$ cat src/sorted_timestamp_table_macros.svh
// Assertion macros shared by the sorted timestamp table RTL
`ifndef SORTED_TIMESTAMP_TABLE_MACROS_SVH
`define SORTED_TIMESTAMP_TABLE_MACROS_SVH

// Check a property in the same cycle as its trigger
`define STT_ASSERT_SAME(lbl, ante, cons, msg) \
	lbl: assert property (@(posedge clk) disable iff (!arst_n) (ante) |-> (cons)) \
		else $error(msg);

// Check a property in the cycle after its trigger
`define STT_ASSERT_NEXT(lbl, ante, cons, msg) \
	lbl: assert property (@(posedge clk) disable iff (!arst_n) (ante) |=> (cons)) \
		else $error(msg);

`endif

$ cat src/stt_pkg.sv
// Types, constants and decode helpers for the sorted timestamp table
`default_nettype none
package stt_pkg;
	localparam int DEPTH        = 1024;
	localparam int KEY_BITS     = 48;
	localparam int PAYLOAD_BITS = 64;
	localparam int AW           = $clog2(DEPTH);
	localparam int CW           = $clog2(DEPTH + 1);
	localparam int IW           = CW + 1;
	localparam int QDEPTH       = 4;
	localparam int QAW          = $clog2(QDEPTH);
	localparam int QCW          = $clog2(QDEPTH + 1);

	// operation codes on the request channel
	localparam logic [2:0] OP_CLEAR  = 3'd0;
	localparam logic [2:0] OP_FIND_X = 3'd1;
	localparam logic [2:0] OP_FIND_F = 3'd2;
	localparam logic [2:0] OP_INSERT = 3'd3;
	localparam logic [2:0] OP_UPSERT = 3'd4;
	localparam logic [2:0] OP_LOOKUP = 3'd5;

	// command classes handed to the engine
	localparam logic [2:0] K_CLEAR  = 3'd0;
	localparam logic [2:0] K_FIND_X = 3'd1;
	localparam logic [2:0] K_FIND_F = 3'd2;
	localparam logic [2:0] K_INSERT = 3'd3;
	localparam logic [2:0] K_UPSERT = 3'd4;
	localparam logic [2:0] K_LOOKUP = 3'd5;
	localparam logic [2:0] K_BAD    = 3'd6;

	// status codes
	localparam logic [1:0] ST_OK   = 2'd0;
	localparam logic [1:0] ST_MISS = 2'd1;
	localparam logic [1:0] ST_FULL = 2'd2;

	typedef struct packed {
		logic [2:0]              kind;
		logic [KEY_BITS-1:0]     key;
		logic [PAYLOAD_BITS-1:0] data;
		logic                    flag;
	} cmd_t;

	typedef struct packed {
		logic [KEY_BITS-1:0]     key;
		logic [PAYLOAD_BITS-1:0] data;
		logic                    flag;
	} rec_t;

	typedef struct packed {
		logic [1:0]              status;
		logic [AW-1:0]           position;
		logic [PAYLOAD_BITS-1:0] data_out;
		logic [CW-1:0]           entry_count;
	} res_t;

	function automatic logic [2:0] classify(input logic [2:0] op);
		logic [2:0] k;
		case (op)
			OP_CLEAR:  k = K_CLEAR;
			OP_FIND_X: k = K_FIND_X;
			OP_FIND_F: k = K_FIND_F;
			OP_INSERT: k = K_INSERT;
			OP_UPSERT: k = K_UPSERT;
			OP_LOOKUP: k = K_LOOKUP;
			default:   k = K_BAD;
		endcase
		return k;
	endfunction
endpackage
`default_nettype wire

$ cat src/stt_req_if.sv
// Request channel: one operation beat
`default_nettype none
interface stt_req_if import stt_pkg::*; ();
	logic                    valid;
	logic                    ready;
	logic [2:0]              operation;
	logic [KEY_BITS-1:0]     timestamp;
	logic [PAYLOAD_BITS-1:0] payload;
	logic                    period_done;

	modport source(output valid, operation, timestamp, payload, period_done, input ready);
	modport sink(input valid, operation, timestamp, payload, period_done, output ready);
endinterface
`default_nettype wire

$ cat src/stt_front.sv
// Front end: accept request beats, classify them and queue commands
`default_nettype none
`include "sorted_timestamp_table_macros.svh"
module stt_front import stt_pkg::*; (
	input  wire logic clk,
	input  wire logic arst_n,
	stt_req_if.sink   req,
	output cmd_t      cmd,
	output logic      cmd_valid,
	input  wire logic cmd_ready
);
	cmd_t           q_q [QDEPTH];
	logic [QAW-1:0] wr_ptr_q;
	logic [QAW-1:0] rd_ptr_q;
	logic [QCW-1:0] cnt_q;
	logic           push;
	logic           pop;

	assign req.ready = (cnt_q != QCW'(QDEPTH));
	assign push      = req.valid && req.ready;
	assign cmd_valid = (cnt_q != '0);
	assign pop       = cmd_valid && cmd_ready;
	assign cmd       = q_q[rd_ptr_q];

	// store the classified beat
	always_ff @(posedge clk) begin
		if (push) begin
			q_q[wr_ptr_q] <= '{kind: classify(req.operation), key: req.timestamp,
				data: req.payload, flag: req.period_done};
		end
	end

	// advance pointers and occupancy
	always_ff @(posedge clk or negedge arst_n) begin
		if (!arst_n) begin
			wr_ptr_q <= '0;
			rd_ptr_q <= '0;
			cnt_q    <= '0;
		end else begin
			if (push) wr_ptr_q <= wr_ptr_q + QAW'(1);
			if (pop)  rd_ptr_q <= rd_ptr_q + QAW'(1);
			if (push && !pop) cnt_q <= cnt_q + QCW'(1);
			else if (pop && !push) cnt_q <= cnt_q - QCW'(1);
		end
	end

	`STT_ASSERT_SAME(a_occ_bound, 1'b1, cnt_q <= QCW'(QDEPTH), "queue overfilled")
	`STT_ASSERT_NEXT(a_push_grow, push && !pop, cnt_q == $past(cnt_q) + QCW'(1), "push lost")
	`STT_ASSERT_NEXT(a_pop_drop, pop && !push, cnt_q == $past(cnt_q) - QCW'(1), "pop lost")
endmodule
`default_nettype wire

$ cat src/flat_wrapper.sv
// flat-port wrapper written by rule: the top's interface ports become plain ports
module stt_front_flat import stt_pkg::*;
  (clk, arst_n, cmd, cmd_valid, cmd_ready, req_valid, req_operation, req_timestamp, req_payload, req_period_done, req_ready);
  stt_req_if req_i ();
  input  wire logic clk;
  input  wire logic arst_n;
  output cmd_t cmd;
  output logic cmd_valid;
  input  wire logic cmd_ready;
  input wire logic [$bits(req_i.valid)-1:0] req_valid;
  input wire logic [$bits(req_i.operation)-1:0] req_operation;
  input wire logic [$bits(req_i.timestamp)-1:0] req_timestamp;
  input wire logic [$bits(req_i.payload)-1:0] req_payload;
  input wire logic [$bits(req_i.period_done)-1:0] req_period_done;
  output wire logic [$bits(req_i.ready)-1:0] req_ready;
  assign req_i.valid = req_valid;
  assign req_i.operation = req_operation;
  assign req_i.timestamp = req_timestamp;
  assign req_i.payload = req_payload;
  assign req_i.period_done = req_period_done;
  assign req_ready = req_i.ready;
  stt_front u_core (.clk(clk), .arst_n(arst_n), .req(req_i), .cmd(cmd), .cmd_valid(cmd_valid), .cmd_ready(cmd_ready));
endmodule
$ cat config.mk
export PLATFORM = sky130hd
export DESIGN_NAME = stt_front_flat
export DESIGN_NICKNAME = d
export VERILOG_FILES = /design/src/stt_pkg.sv /design/src/stt_req_if.sv /design/src/stt_front.sv /design/src/flat_wrapper.sv
export VERILOG_INCLUDE_DIRS = /design/src /design/src/src
export SDC_FILE = /design/constraint.sdc
export NUM_CORES = 1
export LEC_CHECK = 0
export BUFFER_PORTS_ARGS = -buffer_cell sky130_fd_sc_hd__buf_2
export CAP_MARGIN = 40
export CORE_MARGIN = 4
export CORE_UTILIZATION = 61
export CTS_CLUSTER_DIAMETER = 80
export CTS_CLUSTER_SIZE = 10
export DETAILED_ROUTE_END_ITERATION = 10
export PLACE_DENSITY_LB_ADDON = 0.05
export SLEW_MARGIN = 10
export SYNTH_ARGS = -nofsm -noshare
export SYNTH_HDL_FRONTEND = slang
export SYNTH_SLANG_ARGS = --single-unit
$ cat constraint.sdc
create_clock -name clk -period 6 [get_ports clk]
set_input_delay 0.9 -clock clk [delete_from_list [all_inputs] [get_ports clk]]
set_output_delay 0.9 -clock clk [all_outputs]
set_load 0.03 [all_outputs]
After elaboration in Yosys (flattened, before gate mapping)
Memory sizes are Yosys's and may differ from the RTL's. Index checks and enable logic that the tools add are counted.

Register bits after elaboration: 7. RAM bits: 464. Logic and storage cells: 29. Memories kept: 1.

Reduce and logical (&&, ||, !) cells: 9. Add/sub/neg operators: 4. Multiplexer cells: 6. Eq/ne operators: 6.

Memory list: u_core.q_q (words 4, width 116, rd ports 1, clocked after Yosys merged registers in 0, wr ports 1, line stt_front.sv:12) `cmd_t q_q [QDEPTH];`.

Operator list (number): $pmux 3 s6 (1); $mux 3 (3); $eq 3x2->1 const B (2); $eq 3x3->1 const B (2); $add 2x1->2 const B (2); $logic_and 1x1->1 (4); $add 3x1->3 const B (1); $eq 3x1->1 const B (1); $logic_not 3->1 (1); $ne 3x3->1 const B (1); $reduce_bool 3->1 (1); $sub 3x1->3 const B (1); $logic_not 1->1 (2); $mux 1 (2); $reduce_bool 2->1 (1).

Depth between registers and ports, before layout
Depth after elaboration: 6. Depth in mapped cells: 8. Mapped depth without buffers: 8.

Least setup slack after synthesis
No wires, ideal clock.

Kind: input to register. From: input port req_valid. To: memory u_core.q_q[0][0] (netlist name), enable pin. Library setup time: 0.489 ns. Path slack: 1.636 ns. Path buffers: 0. Required time: 5.511 ns. Stages: 2. Data arrival time: 3.875 ns. Cells stage by stage: a21boi_2 and2_1.

Cells in the longest elaborated chain, start to end: 3.

Ends and longest elaborated chain: from (decl) (line flat_wrapper.sv:10) `input wire logic [$bits(req_i.valid)-1:0] req_valid;`; $logic_and 1x1->1 (line stt_front.sv:20) `assign push = req.valid && req.ready;`; $mux 1 (line stt_front.sv:27) `if (push) begin`; $mux 1 (implied by the code) (line stt_front.sv:28) `q_q[wr_ptr_q] <= '{kind: classify(req.operation), key: req.timestamp,`; to (decl) (line stt_front.sv:12).

No other way between the ends.

==> flow_summary.yaml <==
run_status:
  status: "complete, no violations"
finish:
  nNetsFinal: 1050
  final_util_pct: 73.0
  syn_to_final_growth_pct: 18.1
  multi_input_comb_area_um2: 2850
  drive_gt1_share_pct: 46.3
  seq_area_um2: 14100
  fillCellCount: 1597
critical_path:
  path_buf_inv: 2
  cp_top_family: "flip-flops"
  slowest_delay_ns: 0.84
  cp.arrival_ns: 2.65
  slowest_stage: "dfrtp_4"
  end_kind: "primary output"
  path_max_fanout: 41
  start_kind: "flop"
  ff2ff_setup_slack_ns: 3.50
  worst-setup-path-type: "reg2out"
  cp_cell_sequence: "buf_4, mux4_2, buf_2"
  crit_required_ns: 5.10
logic_synthesis:
  ys_ff_latch: 471
  synth_nets: 770
  ys_warn_count: 0
  synth_cell_types: 21
  yosysTopAreaCell: "edfxtp_1"
  netlist.area_leader.share_pct: 81.4
  syn_area_um2: 17100
  syn_avg_cell_area_um2: 26.6
  synth.area.top_cells: "edfxtp_1, mux4_2, dfrtp_1"
  syn_inst: 644
  ys_seq_area_share_pct: 82.4
floorplanning:
  dieWidth_um: 176
  start_util_pct: 61.8
  io_pins: 238
  placementRows: 61
  die_h_um: 176
  die_area_um2: 30800
  core_um2: 27700
detailed_routing:
  drc: 0
  wl_per_cell_um: 23.9
  ant_nets: 0
  vias: 7657
  drt_wl_total_mm: 31.5
  dr.pass1.iters: 5
  routed_via_density: 5.81
  drtIter0Drc: 590
timing:
  timing.fmax_ghz: 0.282
  relSlewSlack_pct: 45.8
  tns_ns: 0
  finClkSkew_ns: 0.0193
  slew_viol_final: 0
  layout_min_cycle_time_ns: 3.55
  holdWs_ns: 0.192
  worst_pin_slew_ns: 0.813
  rsz0062_at_grt: "no"
  setup_viol: 0
  layout_worst_path_cycle_share_pct: 59.1
  hold_violations: 0
placed_design:
  place_congestion: 0.738
  hpwl_mm: 19.7
  port_buffers: 237
clock_network:
  post_cts_buffers: 0
  ctsResizeCount: 0
  root_buffer: "clkbuf_16"
  tritoncts: "built"
  numCtsBuffers: 53
  cts_sinks: 471
  clock_latency_ns: 0.54
  clock_path_buffers: 3
  cts.htree.levels: 2
  ctsHoldBuffers: 0
  clkTransAtPathRegs_ns: 0.05
power_and_ir_drop:
  ir_drop_mv: 0.371
  power_density_nw_per_um2: 539
  p_leak_nw: 6.90
grt:
  grt_max_degree: 56
  grt_util_all_layers_pct: 20.8
  grt_pass1_wl_mm: 48.3
  grt_overflow: 0
  grt_pass1_vias: 8279
  antenna_found_initial: 9
run:
  cap_violations: 0
hold_path:
  min_path_type: "in2async"
[metrics by stage]
step	power [mW]	area, um^2	setup WS [ns]	instances
floorplan	7.34	17100	1.64	644
global placement	8.26	18700	2.72	1243
detailed placement	8.39	18800	2.95	1247
CTS	11.1	20200	2.38	1311
global route	11.4	20200	2.26	1313
finish	10.9	20200	2.45	1317
[final timing paths]
kind	start	to	cells past startpoint
worst max-delay path	u_core.rd_ptr_q[1]	cmd[16]	3
worst min-delay path	arst_n	u_core.cnt_q[2]	1
worst max register to register	u_core.cnt_q[0]	u_core.q_q[2][10]	5
worst min register to register	u_core.cnt_q[2]	u_core.cnt_q[2]	1
max in group asynchronous	arst_n	u_core.rd_ptr_q[1]	1
min in group clk	u_core.cnt_q[2]	u_core.cnt_q[2]	1
[per-layer routing]
layer | part of all wire (%) | track usage (%)
met1 | 39 | 28.1
met2 | 50 | 33.4
met3 | 8.3 | 6.44
met4 | 2.7 | 6.56
met5 | 0.31 | 0
[layout by cell type (no fill, tap or decap), drive strengths merged, types with 2 or more instances in the layout]
master	instances
a21boi	2
and2	4
buf	253
clkbuf	63
dfrtp	7
diode	6
edfxtp	464
ha	5
inv	4
mux2	2
mux4	116
nand2	2
nor2	2
xnor2	4
xor2	2
[worst reg2reg max path, stage by stage (launching register included)]
cell and delay (ns):
dfrtp_1 0.43, nor2_1 0.10, a21boi_2 0.37, and2_4 0.43, buf_16 0.29, buf_4 0.50
[area by class of cell]
| class | instances | share of cell area [%] |
|---|---|---|
| antenna | 6 | 0.0742 |
| tap | 378 | 2.34 |
| clock inverter | 1 | 0.0433 |
| timing repair buffer | 253 | 6.84 |
| clock buffer | 63 | 6.74 |
| sequential | 471 | 69.8 |
| inverter | 3 | 0.0557 |
| multi-input combinational | 142 | 14.1 |
[Yosys cell counts]
cell type and count:
fa_1 1, buf_1 1, clkbuf_1 8, buf_6 4, mux2_2 2, edfxtp_1 464
a21boi_0 1, buf_4 1, nor2_1 2, dfrtp_1 7, mux4_2 116, xnor2_1 4
nand2_1 2, xor2_1 2, buf_2 14, nand3_1 1, a21boi_2 1, inv_1 3
ha_1 5, or3_1 1, and2_1 4
[logic make-up (layout without fill, tap and decap cells)]
logic type	Yosys count	in the layout	share of synthesized area, %
other	0	6	0
buffers and inverters	31	320	0.980
AO/OA/AOI/OAI	2	2	0.110
AND/OR/NAND/NOR	10	10	0.300
flip-flops	471	471	82.4
adder cells (fa/ha/maj)	6	6	0.482
XOR/XNOR	6	6	0.307
multiplexers	118	118	15.4
[power breakdown]
part | leakage [nW] | internal (mW) | switching, mW
registers | 4.33 | 4.36 | 0.220
clock network | 0.670 | 1.57 | 1.08
logic | 1.90 | 1.33 | 2.34
total | 6.90 | 7.26 | 3.64
[registers in the layout, indices dropped and copies added (netlist names)]
name	flops
u_core.cnt_q	3
u_core.wr_ptr_q	2
u_core.rd_ptr_q	2
u_core.q_q	464
No activity file was read; power rests on OpenSTA's default activity.
